`config.mk`:
```
export PLATFORM = sky130hd
export DESIGN_NAME = reverse_word_order_line
export DESIGN_NICKNAME = d
export VERILOG_FILES = /design/src/hw/rtl/rwol_pkg.sv /design/src/hw/rtl/rwol_ram.sv /design/src/hw/rtl/reverse_word_order_line.sv
export SDC_FILE = /design/constraint.sdc
export NUM_CORES = 1
export LEC_CHECK = 0
export ABC_AREA = 1
export BUFFER_PORTS_ARGS = -buffer_cell sky130_fd_sc_hd__buf_2
export CAP_MARGIN = 15
export CORE_MARGIN = 4
export CORE_UTILIZATION = 63
export CTS_CLUSTER_DIAMETER = 120
export DETAILED_ROUTE_END_ITERATION = 7
export GPL_TIMING_DRIVEN = 0
export HOLD_SLACK_MARGIN = 0.02
export PLACE_DENSITY = 0.82
export SLEW_MARGIN = 0
export SYNTH_ARGS = -nofsm -noshare
export SYNTH_HDL_FRONTEND = slang
export SYNTH_SLANG_ARGS = --single-unit
export TNS_END_PERCENT = 100
```
`constraint.sdc`:
```
create_clock -name aclk -period 2.7 [get_ports aclk]
set_input_delay 0.27 -clock aclk [delete_from_list [all_inputs] [get_ports aclk]]
set_output_delay 0.27 -clock aclk [all_outputs]
set_load 0.1 [all_outputs]
```
`src/hw/rtl/rwol_pkg.sv`:
```
// shared types and constants for the word-order reversal line block
package rwol_pkg;

    localparam logic [7:0] SEPARATOR = 8'h20;

    typedef struct packed {
        logic [7:0] in_char;
        logic       in_last;
    } rwol_in_t;

    typedef struct packed {
        logic [7:0] out_char;
        logic       out_last;
        logic       line_empty;
        logic       overflowed;
    } rwol_out_t;

    typedef enum logic [3:0] {
        S_IDLE,
        S_END_RD,
        S_END_CHK,
        S_START_RD,
        S_START_CHK,
        S_NEXT_RD,
        S_NEXT_CHK,
        S_SEP,
        S_EMIT_RD,
        S_EMIT_CHK,
        S_EMPTY
    } rwol_state_t;

endpackage

```
`src/hw/rtl/rwol_ram.sv`:
```
// generic single-write, single-read ram with registered read data
module rwol_ram #(
    parameter int WIDTH = 8,
    parameter int DEPTH = 64
) (
    input  logic                     aclk,
    input  logic                     we,
    input  logic [$clog2(DEPTH)-1:0] waddr,
    input  logic [WIDTH-1:0]         wdata,
    input  logic                     re,
    input  logic [$clog2(DEPTH)-1:0] raddr,
    output logic [WIDTH-1:0]         rdata
);

    logic [WIDTH-1:0] mem [DEPTH];
    logic [WIDTH-1:0] rdata_reg;

    always_ff @(posedge aclk) begin
        if (we) begin
            mem[waddr] <= wdata;
        end
        if (re) begin
            rdata_reg <= mem[raddr];
        end
    end

    assign rdata = rdata_reg;

endmodule

```
`src/hw/rtl/reverse_word_order_line.sv`:
```
// top level: line buffer and sequencer that gives the words of a line in reverse order
// loading: one byte per cycle, s_ready high while no line is being emitted.
// at line end each stored byte is read once on the backward scan and each word byte once more
// when emitted, each read going through a read state and then a check state; output stalls add to this.
// a line with no words gives its single empty result once the backward scan finds no word byte.
// synchronous active-low reset clears the sequencer, fill count and overflow flag; the line
// store is not cleared and holds nothing that is read before it is written.
module reverse_word_order_line #(
    parameter int MAX_LINE = 64
) (
    input  logic                aclk,
    input  logic                aresetn,
    input  logic                s_valid,
    output logic                s_ready,
    input  rwol_pkg::rwol_in_t  s_data,
    output logic                m_valid,
    input  logic                m_ready,
    output rwol_pkg::rwol_out_t m_data
);

    import rwol_pkg::*;

    localparam int AW = $clog2(MAX_LINE);
    localparam int CW = $clog2(MAX_LINE + 1);

    rwol_state_t   state_reg, state_next;
    logic [CW-1:0] fill_reg, fill_next;
    logic          ovf_reg, ovf_next;
    logic [CW-1:0] pos_reg, pos_next;      // bytes still below the scan point
    logic [AW-1:0] end_reg, end_next;
    logic [AW-1:0] nend_reg, nend_next;
    logic [AW-1:0] idx_reg, idx_next;
    logic          more_reg, more_next;
    logic          any_reg, any_next;
    logic          out_valid_reg, out_valid_next;
    rwol_out_t     out_data_reg, out_data_next;

    logic          ram_we;
    logic [AW-1:0] ram_waddr;
    logic [7:0]    ram_wdata;
    logic          ram_re;
    logic [AW-1:0] ram_raddr;
    logic [7:0]    ram_rdata;

    logic          out_free;
    logic          in_fire;
    logic          room;
    logic          word_done;

    rwol_ram #(
        .WIDTH(8),
        .DEPTH(MAX_LINE)
    ) u_line_ram (
        .aclk  (aclk),
        .we    (ram_we),
        .waddr (ram_waddr),
        .wdata (ram_wdata),
        .re    (ram_re),
        .raddr (ram_raddr),
        .rdata (ram_rdata)
    );

    assign s_ready   = (state_reg == S_IDLE);
    assign in_fire   = s_valid && s_ready;
    assign out_free  = !out_valid_reg || m_ready;
    assign room      = (fill_reg < CW'(MAX_LINE));
    assign word_done = (idx_reg == end_reg);
    assign m_valid   = out_valid_reg;
    assign m_data    = out_data_reg;

    always_ff @(posedge aclk) begin
        if (!aresetn) begin
            state_reg     <= S_IDLE;
            fill_reg      <= '0;
            ovf_reg       <= 1'b0;
            any_reg       <= 1'b0;
            out_valid_reg <= 1'b0;
        end else begin
            state_reg     <= state_next;
            fill_reg      <= fill_next;
            ovf_reg       <= ovf_next;
            any_reg       <= any_next;
            out_valid_reg <= out_valid_next;
        end
    end

    always_ff @(posedge aclk) begin
        pos_reg      <= pos_next;
        end_reg      <= end_next;
        nend_reg     <= nend_next;
        idx_reg      <= idx_next;
        more_reg     <= more_next;
        out_data_reg <= out_data_next;
    end

    always_comb begin
        state_next     = state_reg;
        fill_next      = fill_reg;
        ovf_next       = ovf_reg;
        pos_next       = pos_reg;
        end_next       = end_reg;
        nend_next      = nend_reg;
        idx_next       = idx_reg;
        more_next      = more_reg;
        any_next       = any_reg;
        out_valid_next = out_valid_reg && !m_ready;
        out_data_next  = out_data_reg;
        ram_we         = 1'b0;
        ram_waddr      = fill_reg[AW-1:0];
        ram_wdata      = s_data.in_char;
        ram_re         = 1'b0;
        ram_raddr      = AW'(pos_reg - CW'(1));

        case (state_reg)
            S_IDLE: begin
                if (in_fire) begin
                    if (room) begin
                        ram_we    = 1'b1;
                        fill_next = fill_reg + CW'(1);
                    end else begin
                        ovf_next = 1'b1;
                    end
                    if (s_data.in_last) begin
                        pos_next   = room ? fill_reg + CW'(1) : fill_reg;
                        fill_next  = '0;
                        state_next = S_END_RD;
                    end
                end
            end
            // skip trailing spaces to find the end of the last word
            S_END_RD: begin
                if (pos_reg == '0) begin
                    state_next = S_EMPTY;
                end else begin
                    ram_re     = 1'b1;
                    state_next = S_END_CHK;
                end
            end
            S_END_CHK: begin
                pos_next = pos_reg - CW'(1);
                if (ram_rdata == SEPARATOR) begin
                    state_next = S_END_RD;
                end else begin
                    end_next   = AW'(pos_reg - CW'(1));
                    state_next = S_START_RD;
                end
            end
            // walk back to the first byte of the current word
            S_START_RD: begin
                if (pos_reg == '0) begin
                    idx_next   = '0;
                    state_next = S_NEXT_RD;
                end else begin
                    ram_re     = 1'b1;
                    state_next = S_START_CHK;
                end
            end
            S_START_CHK: begin
                pos_next = pos_reg - CW'(1);
                if (ram_rdata == SEPARATOR) begin
                    idx_next   = AW'(pos_reg);
                    state_next = S_NEXT_RD;
                end else begin
                    state_next = S_START_RD;
                end
            end
            // look ahead for a further word so the final byte can be flagged
            S_NEXT_RD: begin
                if (pos_reg == '0) begin
                    more_next  = 1'b0;
                    state_next = any_reg ? S_SEP : S_EMIT_RD;
                end else begin
                    ram_re     = 1'b1;
                    state_next = S_NEXT_CHK;
                end
            end
            S_NEXT_CHK: begin
                pos_next = pos_reg - CW'(1);
                if (ram_rdata == SEPARATOR) begin
                    state_next = S_NEXT_RD;
                end else begin
                    more_next  = 1'b1;
                    nend_next  = AW'(pos_reg - CW'(1));
                    state_next = any_reg ? S_SEP : S_EMIT_RD;
                end
            end
            S_SEP: begin
                if (out_free) begin
                    out_valid_next           = 1'b1;
                    out_data_next.out_char   = SEPARATOR;
                    out_data_next.out_last   = 1'b0;
                    out_data_next.line_empty = 1'b0;
                    out_data_next.overflowed = ovf_reg;
                    state_next               = S_EMIT_RD;
                end
            end
            S_EMIT_RD: begin
                ram_re     = 1'b1;
                ram_raddr  = idx_reg;
                state_next = S_EMIT_CHK;
            end
            S_EMIT_CHK: begin
                // read data holds while the output register is still occupied
                if (out_free) begin
                    out_valid_next           = 1'b1;
                    out_data_next.out_char   = ram_rdata;
                    out_data_next.out_last   = word_done && !more_reg;
                    out_data_next.line_empty = 1'b0;
                    out_data_next.overflowed = ovf_reg;
                    any_next                 = 1'b1;
                    if (!word_done) begin
                        idx_next   = idx_reg + AW'(1);
                        state_next = S_EMIT_RD;
                    end else if (more_reg) begin
                        end_next   = nend_reg;
                        state_next = S_START_RD;
                    end else begin
                        ovf_next   = 1'b0;
                        any_next   = 1'b0;
                        state_next = S_IDLE;
                    end
                end
            end
            S_EMPTY: begin
                if (out_free) begin
                    out_valid_next           = 1'b1;
                    out_data_next.out_char   = '0;
                    out_data_next.out_last   = 1'b1;
                    out_data_next.line_empty = 1'b1;
                    out_data_next.overflowed = ovf_reg;
                    ovf_next                 = 1'b0;
                    any_next                 = 1'b0;
                    state_next               = S_IDLE;
                end
            end
            default: begin
                state_next = S_IDLE;
            end
        endcase
    end

    // fill count never passes the buffer size
    a_fill_bound: assert property (@(posedge aclk) disable iff (!aresetn)
        fill_reg <= CW'(MAX_LINE))
        else $error("fill count beyond buffer size");

    // a line-ending transaction stops intake until the line is emitted
    a_last_blocks: assert property (@(posedge aclk) disable iff (!aresetn)
        (s_valid && s_ready && s_data.in_last) |=> !s_ready)
        else $error("input still ready after line end");

    // an empty-line result is always the only and final byte of its line
    a_empty_last: assert property (@(posedge aclk) disable iff (!aresetn)
        (m_valid && m_data.line_empty) |-> (m_data.out_last && m_data.out_char == '0))
        else $error("empty-line result not flagged last");

    // the line store is written only while bytes are loading
    a_no_write_in_emit: assert property (@(posedge aclk) disable iff (!aresetn)
        (state_reg != S_IDLE) |-> !ram_we)
        else $error("line store written during emission");

endmodule

```
==> metrics.txt <==
# TYPE chip_impl_metric gauge
chip_impl_metric{name="relSlewSlack",unit="%"} 23.1
chip_impl_metric{name="maxCapViolations",unit=""} 0
chip_impl_metric{name="ioPinCount",unit=""} 26
chip_impl_metric{name="gr-usage-all-layers",unit="%"} 34.1
chip_impl_metric{name="finalNetCount",unit=""} 2707
chip_impl_info{name="hold_path_end",value="fill_reg[1]$_SDFFE_PN0P_"} 1
chip_impl_info{name="r2r-start",value="pos_reg[0]$_DFFE_PP_"} 1
chip_impl_metric{name="num-fill-cells",unit=""} 2626
chip_impl_metric{name="cts_num_sinks",unit=""} 571
chip_impl_metric{name="drt-vias-per-instance",unit=""} 6.00
chip_impl_info{name="crit_path_start",value="pos_reg[0]$_DFFE_PP_"} 1
chip_impl_info{name="failed_checks",value="setup timing"} 1
chip_impl_metric{name="max_freq",unit="MHz"} 367
chip_impl_metric{name="gpl.final_weighted_congestion",unit=""} 0.997
chip_impl_metric{name="timing.reg2reg.setup_slack",unit="ns"} -0.03
chip_impl_metric{name="placeableCoreArea",unit="um2"} 40000
chip_impl_metric{name="floorplan.die.height",unit="um"} 210
chip_impl_info{name="hold_path_class",value="primary input to flip-flop"} 1
chip_impl_metric{name="post-route-util",unit="%"} 74.3
chip_impl_metric{name="worst_skew_pair_latency",unit="ns"} 0.63
chip_impl_metric{name="num_vias",unit=""} 19500
chip_impl_metric{name="crit_arrival",unit="ns"} 3.08
chip_impl_info{name="synth_top_flop_cell",value="sky130_fd_sc_hd__edfxtp_1"} 1
chip_impl_metric{name="leakagePower",unit="uW"} 0.0125
chip_impl_info{name="critPathCaptureType",value="flip-flop"} 1
chip_impl_metric{name="peakVddDrop",unit="uV"} 700
chip_impl_metric{name="htreeDepth",unit=""} 2
chip_impl_metric{name="ys_types",unit=""} 38
chip_impl_metric{name="finalInstanceArea",unit="um2"} 29700
chip_impl_metric{name="timing.final.crit_share",unit="%"} 101
chip_impl_metric{name="synth-warning-count",unit=""} 0
chip_impl_metric{name="final-max-slew-violation-count",unit=""} 0
chip_impl_metric{name="clockBufferDepth",unit=""} 3
chip_impl_metric{name="syn_area_per_cell",unit="um2"} 9.99
chip_impl_metric{name="drt_iter0_drcs",unit=""} 2900
chip_impl_metric{name="total_power",unit="uW"} 27600
chip_impl_metric{name="antenna_found_initial",unit=""} 1
chip_impl_metric{name="dp_hpwl",unit="um"} 51000
chip_impl_metric{name="timing.critical_path.fanout_max",unit=""} 10
chip_impl_metric{name="tritoncts.num_buffers",unit=""} 56
chip_impl_info{name="rsz_0062_raised_after_global_routing",value="true"} 1
chip_impl_info{name="outcome",value="complete, but fails checks"} 1
chip_impl_metric{name="start_util",unit="%"} 64.1
chip_impl_metric{name="power_per_cell_area",unit="nW/um2"} 927
chip_impl_metric{name="ratio_of_cells_with_drive_above_1_in_the_final_layout",unit="%"} 13.1
chip_impl_metric{name="layout_setup_ws",unit="ns"} -0.0282
chip_impl_metric{name="ff2ff_path_depth",unit=""} 12
chip_impl_metric{name="synth.ff_latch_count",unit=""} 571
chip_impl_metric{name="total_standard_cell_area_after_synthesis",unit="um2"} 25600
chip_impl_metric{name="global_route.overflow_total",unit=""} 0
chip_impl_metric{name="grt_pass1_wl",unit="um"} 111000
chip_impl_metric{name="chip_width",unit="um"} 210
chip_impl_metric{name="detail_route.wl_per_cell",unit="um"} 23.8
chip_impl_info{name="worstReg2RegEnd",value="u_line_ram.rdata[2]$_DFFE_PP_"} 1
chip_impl_metric{name="drcViolationCount",unit=""} 0
chip_impl_metric{name="final-setup-viol-count",unit=""} 5
chip_impl_metric{name="die_area",unit="um2"} 44000
chip_impl_metric{name="pin_count_of_the_biggest_net_entering_global_routing",unit=""} 65
chip_impl_metric{name="synthesis.nets",unit=""} 2583
chip_impl_metric{name="drtAntennaViolNets",unit=""} 0
chip_impl_metric{name="synthCells",unit=""} 2566
chip_impl_info{name="hold_path.startpoint",value="s_data[0]"} 1
chip_impl_info{name="clock-root-buffer",value="sky130_fd_sc_hd__clkbuf_16"} 1
chip_impl_metric{name="vias_in_the_first_global_route",unit=""} 18500
chip_impl_metric{name="proportion_of_synthesized_chip_area_in_sequential_cells",unit="%"} 66.3
chip_impl_metric{name="detail_route.first_pass.iterations",unit=""} 7
chip_impl_info{name="setup.worst_path.start_class",value="flip-flop"} 1
chip_impl_metric{name="min_delay_path_depth",unit=""} 4
chip_impl_metric{name="largest_register_ffs",unit=""} 512
chip_impl_metric{name="placed_area",unit="um2"} 26600
chip_impl_metric{name="fraction_of_registers_with_async_set_reset",unit="%"} 0
chip_impl_metric{name="fp-row-count",unit=""} 73
chip_impl_metric{name="synthesis_to_finish_area_growth",unit="%"} 16.0
chip_impl_metric{name="detail_route.wirelength",unit="um"} 77400
chip_impl_info{name="worst_setup_path_class",value="flip-flop to flip-flop"} 1
chip_impl_metric{name="final.min_clock_period",unit="ns"} 2.73
chip_impl_metric{name="clkTransAtPathRegs",unit="ns"} 0.07
chip_impl_metric{name="synth-edff-count",unit=""} 557
chip_impl_metric{name="port_buffers",unit=""} 25
chip_impl_metric{name="finalHoldViolCount",unit=""} 0
chip_impl_metric{name="timing_worst_slew_pin_value",unit="ns"} 1.15
chip_impl_info{name="cts_tree",value="built"} 1
chip_impl_metric{name="finClkSkew",unit="ns"} 0.0142
chip_impl_metric{name="required",unit="ns"} 3.06
[cell type report]
type                       instances  area (um2)  share of cell area (%)
clock buffer                      62        1420                    4.79
buffer                           114         778                    2.62
inverter                         538        2020                    6.80
clock inverter                    39         370                    1.25
sequential                       571       17000                    57.2
multi-input combinational       1344        6730                    22.6
timing repair buffer              65         748                    2.52
tap                              525         657                    2.21
antenna                            1        2.50                 0.00842
[critical path, stage by stage (launching register included)]
cell                       delay [ns]
sky130_fd_sc_hd__edfxtp_1        0.44
sky130_fd_sc_hd__inv_2           0.10
sky130_fd_sc_hd__ha_1            0.26
sky130_fd_sc_hd__xor2_2          0.18
sky130_fd_sc_hd__nand2_1         0.09
sky130_fd_sc_hd__o21ai_2         0.09
sky130_fd_sc_hd__inv_4           0.23
sky130_fd_sc_hd__buf_4           0.29
sky130_fd_sc_hd__nand3_1         0.14
sky130_fd_sc_hd__nand3_1         0.20
sky130_fd_sc_hd__nand3_1         0.19
sky130_fd_sc_hd__nand3_1         0.13
sky130_fd_sc_hd__nand2_1         0.11
[layer usage]
layer,routed length [um],vias to the layer above,GRT usage (%)
li1,-,8625,-
met1,26900,9119,45.3
met2,35300,1499,53.3
met3,10500,304,7.77
met4,4700,0,17.6
met5,0,-,0
[kinds of logic after synthesis]
family	synth area share, %
adder cells (fa/ha/maj)	0.195
buffers and inverters	10.1
AND/OR/NAND/NOR	21.6
XOR/XNOR	0.444
AO/OA/AOI/OAI	1.30
flip-flops	66.3
[report_power, final]
part / total [uW] / internal, uW / leakage [uW] / switching [uW]
Combinational: 9640 / 2700 / 0.00650 / 6930
Sequential: 10200 / 10000 / 0.00515 / 118
Clock: 7770 / 4370 / 0.000873 / 3400
Total: 27600 / 17100 / 0.0125 / 10500
[repair_timing]
| action | 4_1_cts | 5_1_grt |
|---|---|---|
| gates cloned | 0 | 1 |
| endpoints found under the hold margin | 4 | 0 |
| resized for setup | 161 | 107 |
| hold buffers | 1 | 0 |
| buffers inserted | 5 | 25 |
| pin swaps | 3 | 23 |
| endpoints found under the setup margin | 532 | 468 |
[placed cells by master, fill, tap and decap left out, types with 6 or more instances in the layout]
master	synthesis	routed
sky130_fd_sc_hd__a21oi_1	17	17
sky130_fd_sc_hd__buf_12	0	24
sky130_fd_sc_hd__buf_2	78	54
sky130_fd_sc_hd__buf_4	11	39
sky130_fd_sc_hd__buf_6	1	17
sky130_fd_sc_hd__bufinv_16	0	6
sky130_fd_sc_hd__clkbuf_1	22	15
sky130_fd_sc_hd__clkbuf_16	0	56
sky130_fd_sc_hd__clkbuf_2	0	11
sky130_fd_sc_hd__clkbuf_4	0	21
sky130_fd_sc_hd__clkinv_1	1	16
sky130_fd_sc_hd__clkinv_2	0	9
sky130_fd_sc_hd__dfxtp_1	14	12
sky130_fd_sc_hd__edfxtp_1	557	557
sky130_fd_sc_hd__inv_1	532	530
sky130_fd_sc_hd__inv_2	5	7
sky130_fd_sc_hd__nand2_1	573	571
sky130_fd_sc_hd__nand2_4	2	6
sky130_fd_sc_hd__nand3_1	559	545
sky130_fd_sc_hd__nand3_2	1	8
sky130_fd_sc_hd__nand3_4	0	7
sky130_fd_sc_hd__nor2_1	109	45
sky130_fd_sc_hd__nor2_2	2	6
sky130_fd_sc_hd__nor2_4	2	62
sky130_fd_sc_hd__o21ai_0	24	24
sky130_fd_sc_hd__xor2_1	9	6
[per-stage QoR]
stage / worst slack (ns) / TNS (ns) / hold WS, ns / instances
2_1_floorplan: 0.0119 / 0 / 0.369 / 2566
3_3_place_gp: -0.683 / -158.51 / 0.417 / 3116
5_1_grt: -0.0707 / -0.329 / 0.0566 / 3258
3_5_place_dp: -0.695 / -175.28 / 0.430 / 3123
6_report: -0.0282 / -0.102 / 0.0571 / 3259
4_1_cts: -0.219 / -19.63 / 0.0289 / 3230
[Yosys cell counts, types with 2 or more instances]
cell type | n | area [um2]
sky130_fd_sc_hd__nand2_2 | 3 | 18.8
sky130_fd_sc_hd__o21ai_1 | 5 | 25.0
sky130_fd_sc_hd__dfxtp_1 | 14 | 280
sky130_fd_sc_hd__inv_2 | 5 | 18.8
sky130_fd_sc_hd__o21ai_2 | 2 | 17.5
sky130_fd_sc_hd__nor3_1 | 5 | 25.0
sky130_fd_sc_hd__clkbuf_1 | 22 | 82.6
sky130_fd_sc_hd__nor2_4 | 2 | 22.5
sky130_fd_sc_hd__nor2_2 | 2 | 12.5
sky130_fd_sc_hd__o22ai_1 | 6 | 37.5
sky130_fd_sc_hd__nand2_1 | 573 | 2150
sky130_fd_sc_hd__nand4_1 | 5 | 31.3
sky130_fd_sc_hd__inv_1 | 532 | 2000
sky130_fd_sc_hd__nor2_1 | 109 | 409
sky130_fd_sc_hd__xnor2_1 | 4 | 35.0
sky130_fd_sc_hd__or2_2 | 2 | 12.5
sky130_fd_sc_hd__buf_2 | 78 | 390
sky130_fd_sc_hd__nand2_4 | 2 | 22.5
sky130_fd_sc_hd__o21ai_0 | 24 | 120
sky130_fd_sc_hd__buf_4 | 11 | 82.6
sky130_fd_sc_hd__ha_1 | 4 | 50.1
sky130_fd_sc_hd__a21oi_1 | 17 | 85.1
sky130_fd_sc_hd__nand3_1 | 559 | 2800
sky130_fd_sc_hd__buf_1 | 2 | 7.51
sky130_fd_sc_hd__xor2_1 | 9 | 78.8
sky130_fd_sc_hd__edfxtp_1 | 557 | 16700
[worst max path at each step]
stage                                      end  slack [ns]  depth (start not counted)
3_5_place_dp    u_line_ram.mem[1][5]$_DFFE_PP_       -0.69                          8
4_1_cts        u_line_ram.mem[54][3]$_DFFE_PP_       -0.22                          8
6_report         u_line_ram.rdata[2]$_DFFE_PP_       -0.03                         12
3_3_place_gp    u_line_ram.mem[9][5]$_DFFE_PP_       -0.68                          8
5_1_grt          u_line_ram.rdata[1]$_DFFE_PP_       -0.07                         14
2_1_floorplan  u_line_ram.mem[13][0]$_DFFE_PP_        0.01                          8
Power figures use the tool's default switching activity.
